## src/design/rc4_pkg.sv

```systemverilog
// ----------------------------------------------------------------------------
// rc4_pkg: shared types and constants for the rc4 stream cipher
// Item kinds, table sizes and the permutation store request bundle.
// ----------------------------------------------------------------------------
package rc4_pkg;

  localparam int unsigned TABLE_SIZE = 256;
  localparam int unsigned BYTE_W     = 8;
  localparam int unsigned LEN_W      = 9;

  localparam logic [LEN_W-1:0]  KEY_LEN_RESET = 9'd16;
  localparam logic [BYTE_W-1:0] LAST_INDEX    = 8'hFF;

  typedef enum logic [1:0] {
    KIND_KEY   = 2'd0,
    KIND_SCHED = 2'd1,
    KIND_DATA  = 2'd2
  } kind_e;

  // one read and one write per cycle, plus a clear back to identity
  typedef struct packed {
    logic              clear;
    logic              we;
    logic [BYTE_W-1:0] waddr;
    logic [BYTE_W-1:0] wdata;
    logic [BYTE_W-1:0] raddr;
  } perm_req_t;

endpackage

```

## src/design/rc4_key_ram.sv

```systemverilog
// ----------------------------------------------------------------------------
// rc4_key_ram: key byte store
// 256 x 8 memory, one write and one registered read per cycle.
// ----------------------------------------------------------------------------
module rc4_key_ram (
  input  logic                      clk_i,
  input  logic                      we_i,
  input  logic [rc4_pkg::BYTE_W-1:0] waddr_i,
  input  logic [rc4_pkg::BYTE_W-1:0] wdata_i,
  input  logic [rc4_pkg::BYTE_W-1:0] raddr_i,
  output logic [rc4_pkg::BYTE_W-1:0] rdata_o
);

  logic [rc4_pkg::BYTE_W-1:0] mem [rc4_pkg::TABLE_SIZE];
  logic [rc4_pkg::BYTE_W-1:0] rdata_q;

  always_ff @(posedge clk_i) begin
    if (we_i) begin
      mem[waddr_i] <= wdata_i;
    end
    rdata_q <= mem[raddr_i];
  end

  assign rdata_o = rdata_q;

endmodule

```

## config.mk

```make
export PLATFORM = sky130hd
export DESIGN_NAME = rc4_key_ram
export DESIGN_NICKNAME = d
export VERILOG_FILES = /design/src/design/rc4_pkg.sv /design/src/design/rc4_key_ram.sv
export SDC_FILE = /design/constraint.sdc
export NUM_CORES = 2
export LEC_CHECK = 0
export BUFFER_PORTS_ARGS = -buffer_cell sky130_fd_sc_hd__buf_2
export CAP_MARGIN = 0
export CELL_PAD_IN_SITES_DETAIL_PLACEMENT = 0
export CELL_PAD_IN_SITES_GLOBAL_PLACEMENT = 1
export CORE_MARGIN = 2
export CORE_UTILIZATION = 50
export DETAILED_ROUTE_END_ITERATION = 12
export PLACE_DENSITY_LB_ADDON = 0.15
export REMOVE_ABC_BUFFERS = 1
export SYNTH_ARGS = -nofsm -noshare
export SYNTH_HDL_FRONTEND = slang
export SYNTH_SLANG_ARGS = --single-unit
```

## constraint.sdc

```tcl
create_clock -name clk_i -period 3.35 [get_ports clk_i]
set_input_delay 0.67 -clock clk_i [delete_from_list [all_inputs] [get_ports clk_i]]
set_output_delay 0.67 -clock clk_i [all_outputs]
set_load 0.02 [all_outputs]
```

After elaboration in Yosys (flattened, before gate mapping)
Memory sizes are Yosys's and may differ from the RTL's. A register that Yosys moved wholly into a read port is not among the register bits. Cells that the tools add are included. Widths: inputs -> output; s select.

Memories kept: 1. Bits in registers: 0. Word-level logic and storage cells: 3. Bits of input ports: 26. Bits in writable memories: 2048.

Mux-type cells: 2.

Memory list: mem (depth 256, width 8, read ports 1, clocked after Yosys merged registers in 1, wr ports 1, line rc4_key_ram.sv:14) `logic [rc4_pkg::BYTE_W-1:0] mem [rc4_pkg::TABLE_SIZE];`.

Operator list (number): $mux 1 (2).

Logic depth before layout (Yosys ltp)
Word-level depth: 2. Depth in mapped cells: 11. Depth with buffers taken out: 6.

Worst setup path after synthesis
OpenSTA, ideal clock, no wires.

Path type: in2reg. From: input port raddr_i[0] (netlist name). To: register rdata_q (netlist bit rdata_o[2]) (read register of mem). Slack: 742 ps. Stages: 9. Data arrival time: 2477 ps. Cells stage by stage: buf_6 buf_12 buf_8 buf_2 mux4_2 a22oi_1 a21oi_1 nor4_1 nor4_2.

RTL lines: from (decl) (line rc4_key_ram.sv:10) `input logic [rc4_pkg::BYTE_W-1:0] raddr_i,`; to (decl) (line rc4_key_ram.sv:15) `logic [rc4_pkg::BYTE_W-1:0] rdata_q;`.

==> impl_metrics.ini <==
[final_layout]
fin_area_um2 = 92700
fillerInstances = 11400
drive_gt1_frac = 0.302
utilization = 0.586
final_common_cell = edfxtp_1
syn2layout_area_growth_pct = 16.5
seqCellArea_um2 = 61700
multiInputGateArea_um2 = 16500
nets = 4292
final_cell_mix = edfxtp_1 (2048), buf_4 (470), mux4_2 (454)

[floorplanning]
rows = 146
dieArea_um2 = 162000
start_util = 0.503
die_width_um = 403
core_area_um2 = 158000
io_pins = 34
die-height_um = 403

[critical_path]
required_ns = 4.04
crit_path_start_kind = input pin
crit_type = in2reg
crit_path_max_fanout = 16
slowest_delay_ns = 0.92
crit_chain = buf_8 -> buf_12 -> buf_4 -> mux4_2 -> a22o_1 -> a221oi_1 -> o221ai_1 -> a211oi_1 -> nor4_1
crit_slowest_cell = a211oi_1
crit_arrival_ns = 3.93
cp-end-kind = flip-flop
path_delay_family = compound AO/OA/AOI/OAI gates
critPathBufInv = 3

[global_route]
grt.total_usage = 0.257
grt_overflow = 0
grt_pass1_wl_um = 297000
grt_start_max_net_pins = 109
antenna_found_initial = 12
grt_pass1_vias = 41200

[timing]
clock_skew_ns = 0.0360
finalMaxSlewViolations = 0
rsz0062_at_grt = false
finalSetupViolCount = 0
relSlewSlack = 0.217
whs_ns = 0.275
period_share = 0.968
fmaxAchievable_mhz = 308
hold_viol = 0
period_needed_ns = 3.24
final.setup.tns_ns = 0
setup_ws_ns = 0.107
tightest_slew_ns = 1.18

[pwr]
p_clk_frac = 0.432
vdd_ir_drop_max_mv = 0.619
power_density_nw_per_um2 = 593
swShare = 0.212
power_frac_comb = 0.051
power.leakage_uw = 0.0298
p_sw_uw = 11700
pwr-share-seq = 0.517
p_int_uw = 43300

[routing]
drtIter0Drc = 5207
drtPass1Iterations = 6
wl_um = 206000
wire_per_inst_um = 31.5
vias = 40600
drtAntennaViolNets = 0
drt-vias-per-instance = 6.22
drcViolationCount = 0

[clock_network]
cts_hold_buf = 0
clock-root-buffer = clkbuf_16
cts_buffers = 205
ctsHtreeMaxLevel = 4
cts_tree = yes
cts_setup_buffers = 0
clkTransAtPathRegs_ns = 0.06
clock_path_buffers = 3
clk-insertion-delay-late_ns = 0.85
cts_sinks = 2056
ctsResizeCount = 0

[logic_synthesis]
synth_compound_area_frac = 0.0342
ys.flop_type = edfxtp_1
synth_cell_type_count = 55
muxShareOfSynthArea = 0.146
synth_edf_count = 2048
async_reset_ff_frac = 0
synth-simple-area-share = 0.0263
syn_area_um2 = 79600
synth_top_family_by_area = multiplexers
yosys_warnings = 0
ys_top_cells_by_area = edfxtp_1 (77%), mux4_2 (13%), mux2i_1 (1.7%), nor2_1 (1.3%), a22oi_1 (1.3%)
syn-instance-count = 3733
synth_top_area_frac = 0.773
synth-xor-area-share = 0
synth_seq_cells = 2056
synth_fa_ha_area_frac = 0
synth_largest_area_cell = edfxtp_1
synth_area_per_cell_um2 = 21.3
ys_seq_area_frac = 0.775

[flow_run]
cap_viol_max_count = 0

[placement]
dp_slack_ns = -0.634
io_buffers = 33
place_congestion = 0.855
dp_hpwl_um = 133000
dpl-instance-area_um2 = 85600

[status]
status = complete, no violations

[hold_path]
hold_class = in2reg
cell type report:
| class | instances | share of cell area |
|---|---|---|
| well taps | 2072 | 0.0280 |
| multi-input cells | 1442 | 0.178 |
| repair buffers | 559 | 0.0531 |
| clock inverters | 149 | 0.0188 |
| flip-flops and latches | 2056 | 0.665 |
| inverters | 2 | 0.0000810 |
| diodes | 3 | 0.0000810 |
| clock buffers | 238 | 0.0569 |
power by group through the flow:
stage          clock (µW)  combinational (µW)  sequential, µW
2_1_floorplan           0                 995           28900
3_3_place_gp            0                2790           29000
3_5_place_dp            0                2840           29000
4_1_cts             24100                2850           28400
5_1_grt             25100                2980           28400
6_report            23700                2820           28400
cell families (layout without fill, tap and decap cells):
kind of cell | after synthesis | after routing
other | 0 | 3
multiplexers | 591 | 591
AO/OA/AOI/OAI | 385 | 385
buffers and inverters | 235 | 948
flip-flops | 2056 | 2056
AND/OR/NAND/NOR | 466 | 466
metrics by stage:
| stage | cells | power (µW) |
|---|---|---|
| finish | 6521 | 54900 |
| global placement | 6131 | 31700 |
| CTS | 6518 | 55300 |
| detailed placement | 6131 | 31800 |
| global route | 6519 | 56400 |
| floorplan | 3500 | 29900 |
flip-flops by register name (all words and copies together) (netlist names):
register and flops:
rdata_o 8, mem 2048
per-layer routing:
layer	global-route usage	part of all wire	up-vias
met1	0.370	0.41	21500
li1	-	-	16800
met3	0.0537	0.090	302
met5	0	0.00019	-
met4	0.0645	0.024	6
met2	0.405	0.48	1971
cell usage after synthesis, drive strengths merged, types with 6 or more instances:
cell type / n
edfxtp: 2048
mux4: 456
nor2: 282
mux2i: 134
a22oi: 133
buf: 122
clkbuf: 111
a21oi: 96
o221ai: 47
nand3: 34
nand2: 33
nor2b: 31
o22ai: 28
nor4: 27
nor3: 22
a211oi: 16
a221oi: 14
o21ai: 12
nand4: 10
o211ai: 10
a22o: 8
dfxtp: 8
nand2b: 8
and2: 6
worst register-to-register path, cell delays in order, from the launching register on:
cell and delay (ns):
edfxtp_1 0.36, mux4_2 0.46, a22o_1 0.25, a221oi_1 0.41
o221ai_1 0.33, a211oi_1 0.92, nor4_1 0.09
worst paths after layout:
check / depth (start not counted) / slack, ns / startpoint / endpoint
max: 9 / 0.11 / raddr_i[0] / rdata_o[5]$_DFF_P_
min: 1 / 0.27 / wdata_i[3] / mem[185][3]$_DFFE_PP_
max reg2reg: 6 / 0.35 / mem[25][5]$_DFFE_PP_ / rdata_o[5]$_DFF_P_
min reg2reg: 5 / 1.06 / mem[50][2]$_DFFE_PP_ / rdata_o[2]$_DFF_P_
(Power assumes the default switching activity.)
