### config.mk
export PLATFORM = sky130hd
export DESIGN_NAME = rc4_perm_ram
export DESIGN_NICKNAME = d
export VERILOG_FILES = /design/src/design/rc4_pkg.sv /design/src/design/rc4_perm_ram.sv
export SDC_FILE = /design/constraint.sdc
export NUM_CORES = 2
export LEC_CHECK = 0
export ABC_AREA = 1
export BUFFER_PORTS_ARGS = -buffer_cell sky130_fd_sc_hd__clkbuf_2
export CAP_MARGIN = 20
export CORE_UTILIZATION = 40
export DETAILED_ROUTE_END_ITERATION = 8
export GPL_ROUTABILITY_DRIVEN = 0
export PLACE_DENSITY = 0.66
export REMOVE_ABC_BUFFERS = 1
export SLEW_MARGIN = 10
export SYNTH_ARGS = -nofsm -noshare
export SYNTH_HDL_FRONTEND = slang
export SYNTH_SLANG_ARGS = --single-unit
### constraint.sdc
create_clock -name clk_i -period 1.74 [get_ports clk_i]
set_input_delay 0.348 -clock clk_i [delete_from_list [all_inputs] [get_ports clk_i]]
set_output_delay 0.348 -clock clk_i [all_outputs]
set_load 0.005 [all_outputs]
### src/design/rc4_pkg.sv
// ----------------------------------------------------------------------------
// rc4_pkg: shared types and constants for the rc4 stream cipher
// Item kinds, table sizes and the permutation store request bundle.
// ----------------------------------------------------------------------------
package rc4_pkg;

  localparam int unsigned TABLE_SIZE = 256;
  localparam int unsigned BYTE_W     = 8;
  localparam int unsigned LEN_W      = 9;

  localparam logic [LEN_W-1:0]  KEY_LEN_RESET = 9'd16;
  localparam logic [BYTE_W-1:0] LAST_INDEX    = 8'hFF;

  typedef enum logic [1:0] {
    KIND_KEY   = 2'd0,
    KIND_SCHED = 2'd1,
    KIND_DATA  = 2'd2
  } kind_e;

  // one read and one write per cycle, plus a clear back to identity
  typedef struct packed {
    logic              clear;
    logic              we;
    logic [BYTE_W-1:0] waddr;
    logic [BYTE_W-1:0] wdata;
    logic [BYTE_W-1:0] raddr;
  } perm_req_t;

endpackage

### src/design/rc4_perm_ram.sv
// ----------------------------------------------------------------------------
// rc4_perm_ram: permutation table store
// 256 x 8 memory with per-entry valid bits; an entry not written since the
// last clear reads as its own index. Reads are write-first.
// ----------------------------------------------------------------------------
module rc4_perm_ram (
  input  logic                       clk_i,
  input  logic                       rst_ni,
  input  rc4_pkg::perm_req_t         req_i,
  output logic [rc4_pkg::BYTE_W-1:0] rdata_o
);

  logic [rc4_pkg::BYTE_W-1:0]     mem [rc4_pkg::TABLE_SIZE];
  logic [rc4_pkg::TABLE_SIZE-1:0] valid_q;
  logic [rc4_pkg::BYTE_W-1:0]     mem_q;
  logic [rc4_pkg::BYTE_W-1:0]     wdata_q;
  logic [rc4_pkg::BYTE_W-1:0]     raddr_q;
  logic                           hit_q;
  logic                           rvalid_q;

  always_ff @(posedge clk_i) begin
    if (req_i.we) begin
      mem[req_i.waddr] <= req_i.wdata;
    end
    mem_q   <= mem[req_i.raddr];
    wdata_q <= req_i.wdata;
    raddr_q <= req_i.raddr;
  end

  always_ff @(posedge clk_i or negedge rst_ni) begin
    if (!rst_ni) begin
      valid_q  <= '0;
      hit_q    <= 1'b0;
      rvalid_q <= 1'b0;
    end else begin
      if (req_i.clear) begin
        valid_q <= '0;
      end else if (req_i.we) begin
        valid_q[req_i.waddr] <= 1'b1;
      end
      hit_q    <= req_i.we && (req_i.waddr == req_i.raddr);
      rvalid_q <= valid_q[req_i.raddr];
    end
  end

  // same-cycle write bypass, then identity for untouched entries
  assign rdata_o = hit_q ? wdata_q : (rvalid_q ? mem_q : raddr_q);

  a_write_first: assert property (@(posedge clk_i) disable iff (!rst_ni)
    (req_i.we && (req_i.waddr == req_i.raddr)) |=> (rdata_o == $past(req_i.wdata)))
    else $error("perm store read missed same-cycle write");

  a_clear_all: assert property (@(posedge clk_i) disable iff (!rst_ni)
    req_i.clear |=> (valid_q == '0))
    else $error("perm store clear left valid entries");

  a_unwritten_identity: assert property (@(posedge clk_i) disable iff (!rst_ni)
    (!req_i.we && !valid_q[req_i.raddr]) |=> (rdata_o == $past(req_i.raddr)))
    else $error("untouched perm entry did not read as identity");

endmodule

# Word level (Yosys, flattened, before mapping)
# Memories as Yosys holds them, arrays and structs flattened. A register that Yosys moved wholly into a read port is not among the register bits.
# Cells that the tools add are included.
[word_totals]
regBits = 274
mem_bits_rw = 2048
inputBits = 28
out_inout_bits = 8
word_cells = 24
memories = 1
[classes]
magnitude_cmp = 3
n_eq_ne = 1
n_mux = 10
bitwise = 1
n_reduce_logical = 3
[memory_table]
columns = ["name", "depth", "word_bits", "read_ports", "rd_ports_with_merged_regs", "write_ports", "line", "source"]
rows = [
  ["mem", 256, 8, 1, 1, 1, "rc4_perm_ram.sv:13", "logic [rc4_pkg::BYTE_W-1:0] mem [rc4_pkg::TABLE_SIZE];"],
]
[ops]
columns = ["operator", "count"]
rows = [
  ["$mux 256", 2],
  ["$or 256x256->256", 1],
  ["$lt 8x9->1 const B", 2],
  ["$mux 8", 2],
  ["$bmux 1 s8", 1],
  ["$demux 1 s8", 1],
  ["$eq 8x8->1", 1],
  ["$ge 8x1->1 const B", 1],
  ["$mux 1", 4],
  ["$logic_and 1x1->1", 2],
  ["$reduce_bool 2->1", 1],
]

# Logic depth before layout (Yosys ltp)
[logic_depth]
word_depth = 7
ltp_mapped = 14
mapped_depth_nobuf = 11

# Worst setup path before layout
# No wires, ideal clock.
[synth_timing]
path_kind = "input to register"
from = "in req_i[24] in the netlist's numbering"
to = "mem mem[189][0] in the netlist's numbering (enable)"
arrival_time_ns = 1.534
required_time_ns = 1.366
slack_ns = -0.167
path_stages = 6
path_buffers = 2
path_cell_list = "clkinv_1 -> clkbuf_1 -> nor2_1 -> inv_1 -> clkbuf_1 -> nor2_1"
[synth_between]
elab_chain_len = 2
[synth_lines]
columns = ["element", "line", "source"]
rows = [
  ["start: declaration", "rc4_perm_ram.sv:9", "input rc4_pkg::perm_req_t req_i,"],
  ["$mux 1", "rc4_perm_ram.sv:22", "if (req_i.we) begin"],
  ["$mux 1 (not written as such)", "rc4_perm_ram.sv:23", "mem[req_i.waddr] <= req_i.wdata;"],
  ["end: declaration", "rc4_perm_ram.sv:13", ""],
]
# No other way between the ends.

# Final worst setup path
[layout_timing]
from = "reg rvalid_q"
to = "out rdata_o[3] in the netlist's numbering"
[layout_between]
elab_chain_len = 2
[layout_lines]
columns = ["element", "line", "source"]
rows = [
  ["start: declaration", "rc4_perm_ram.sv:19", "logic rvalid_q;"],
  ["start signal: assignment", "rc4_perm_ram.sv:42", "rvalid_q <= valid_q[req_i.raddr];"],
  ["$mux 8 (2 in a row)", "rc4_perm_ram.sv:47", "assign rdata_o = hit_q ? wdata_q : (rvalid_q ? mem_q : raddr_q);"],
  ["end: declaration", "rc4_perm_ram.sv:10", "output logic [rc4_pkg::BYTE_W-1:0] rdata_o"],
]
# No other way between the ends.

==> flow_summary.toml <==
[sta]
skew_ns = 0.0598
timing.fmax_mhz = 408
fin_setup_tns_ns = -6.59
holdWs_ns = 0.0805
rsz0062_at_grt = "yes"
tightest_slew_ns = 0.986
finalSetupViolCount = 59
period_share_pct = 141
relSlewSlack_pct = 34.1
slew_viol_final = 0
period_minus_slack_ns = 2.45
worst_slack_ns = -0.709
hold_viol_final = 0

[route]
drtPass1Iterations = 6
post_drt_wl_per_cell_um = 22.8
ant_nets = 0
drt_iter0_drc = 9324
drt_wl_total_um = 283000
via_per_inst = 5.53
vias = 68800
drcViolationCount = 0

[cells_and_area]
fin_nets = 9107
drive_above_1_share_pct = 14.9
area_growth_pct = 20.4
fin_util_pct = 48.4

[clock_network]
cts_sinks = 2330
cts_tree = "done"
cts.htree.levels = 4
clock-root-buffer = "clkbuf_16"
clk_latency_ns = 0.88
numCtsBuffers = 226
path_clk_slew_ns = 0.06
cts_buffer_depth = 3

[placed_design]
dp_slack_ns = -1.04
port_buffers = 35
dp_hpwl_um = 179000

[worst_setup_path]
critical_path_class = "flop to output pin"
setup.worst_path.start = "rvalid_q"
r2r_start = "mem[35][7]"
crit_fanout = 7
end_kind = "output pin"
cp_slowest_cell = "dfrtp_2"
crit_path_max_incr_delay_ns = 0.52
cp_top_family = "buffers and inverters"
cp-start-kind = "flop"
worstPathRequired_ns = 1.39
critPathArrivalTime_ns = 2.10
critPathBufInv = 3
path_cells = "clkinvlp_4 -> nand2_1 -> a21oi_2 -> buf_4 -> buf_6"

[synth]
yosys_warnings = 0
syn_avg_cell_area_um2 = 11.2
syn-cell-area_um2 = 94700
yosysSeqAreaShare_pct = 72.3
syn_inst = 8465
ys_types = 22
ys_ff_latch = 2330

[power]
p_sw_mw = 27.6
p_int_mw = 92.0
swShare_pct = 23.1
p_per_area_nw_per_um2 = 1050
clkPwrFrac_pct = 41.5
p_leak_nw = 42.5
vdd_ir_drop_max_uv = 1410
power_mw = 120
pwr-share-comb_pct = 7.4
seqPwrFrac_pct = 51.1

[die]
pin_count = 36
core-area_um2 = 235000
chipHeight_um = 489
die_x_um = 489
start_util_pct = 40.2
dieArea_um2 = 239000
num_rows = 178

[global_route]
grt_use_total_pct = 23.4
grt_pass1_wl_um = 420000
grt_antenna_before_repair = 10
grt_max_degree = 88
grt_pass1_vias = 66600
grt_overflow_total = 0

[min_path]
hp-class = "input pin to flop"
hp-start = "req_i[3]"

[flow_run]
drv_cap = 0

[status]
status = "finished, violations left"
violations = "setup timing"
-- cell type report --
class / instances / area (um^2)
diodes: 4 / 10.0
multi-input cells: 5490 / 24000
repair buffers: 952 / 9830
clock inverters: 123 / 1290
fillers: 20500 / 121000
inverters: 79 / 337
clock buffers: 310 / 6220
flip-flops and latches: 2330 / 68400
well taps: 3150 / 3940
-- repair_timing --
| action | 4_1_cts | 5_1_grt |
|---|---|---|
| setup buffers | 1 | 1 |
| endpoints found under the hold margin | 516 | 0 |
| gates cloned | 0 | 8 |
| gates resized for setup | 33 | 133 |
| hold buffers | 18 | 0 |
| setup endpoints to repair | 14 | 823 |
| pin swaps | 8 | 8 |
-- through the flow --
step | cells | cell area [um^2]
final | 12400 | 114000
after CTS | 12400 | 113000
after global routing | 12400 | 114000
after floorplan | 7899 | 92300
after global placement | 12000 | 106000
after detailed placement | 12000 | 106000
-- logic make-up (layout without fill, tap and decap cells) --
kind of cell           after synthesis  after routing  synth area share, %
buffers and inverters              645           1464                 2.90
AND/OR/NAND/NOR                   5462           5462                 24.7
flip-flops                        2330           2330                 72.3
other                                0              4                    0
AO/OA/AOI/OAI                       27             27                0.184
XOR/XNOR                             1              1              0.00925
-- worst paths after layout --
| path | endpoint | slack (ns) | cells past startpoint |
|---|---|---|---|
| max | rdata_o[3] | -0.71 | 5 |
| min | raddr_q[3] | 0.08 | 3 |
| max reg2reg | mem_q[7] | 0.02 | 10 |
| min reg2reg | valid_q[180] | 0.50 | 2 |
| max in group asynchronous | valid_q[174] | 0.12 | 3 |
| min in group asynchronous | valid_q[148] | 0.23 | 3 |
-- worst min-delay path, cell delays in order --
cell    delay, ns
buf_6        0.14
buf_4        0.18
buf_12       0.18
-- routing by layer --
metal	wire length (um)	GRT usage [%]	up-vias
met3	28000	4.22	552
met2	131000	36.6	3782
met4	11400	9.17	2
li1	-	-	30700
met5	11	0	-
met1	113000	32.2	33700
-- cell usage after synthesis (all sizes together) --
| cell | count | area [um^2] |
|---|---|---|
| a21oi | 17 | 85.1 |
| a221oi | 1 | 8.76 |
| buf | 326 | 1550 |
| clkbuf | 240 | 901 |
| clkinv | 3 | 11.3 |
| dfrtp | 258 | 6460 |
| dfxtp | 24 | 480 |
| edfxtp | 2048 | 61500 |
| inv | 76 | 285 |
| nand2 | 2366 | 8880 |
| nand3 | 2269 | 11400 |
| nor2 | 823 | 3090 |
| nor3 | 3 | 15.0 |
| nor4 | 1 | 6.26 |
| o2111ai | 1 | 8.76 |
| o21ba | 5 | 50.1 |
| o221ai | 1 | 8.76 |
| o22ai | 2 | 12.5 |
| xor2 | 1 | 8.76 |
-- sequential cells by signal, summed over array words and instances (netlist names) --
name and count:
mem_q 8, wdata_q 8, hit_q 1, mem 2048
raddr_q 8, valid_q 256, rvalid_q 1
-- power groups by stage --
stage                     clock, mW  combinational, mW  sequential, mW
after floorplan                   0               3.54            62.2
after global placement            0               8.35            62.2
after detailed placement          0               8.44            62.2
after CTS                      50.1               8.58            61.0
after global routing           52.2               9.38            61.0
final                          49.7               8.83            61.0
-- layout by cell type (no fill, tap or decap), drive strengths merged, types with 21 or more instances in the layout --
master / instances
clkinv: 89
edfxtp: 2048
nand2: 2366
dfrtp: 258
dfxtp: 24
clkbuf: 329
nand3: 2269
bufinv: 21
buf: 915
inv: 84
nor2: 823
No activity file was read; power rests on OpenSTA's default activity.
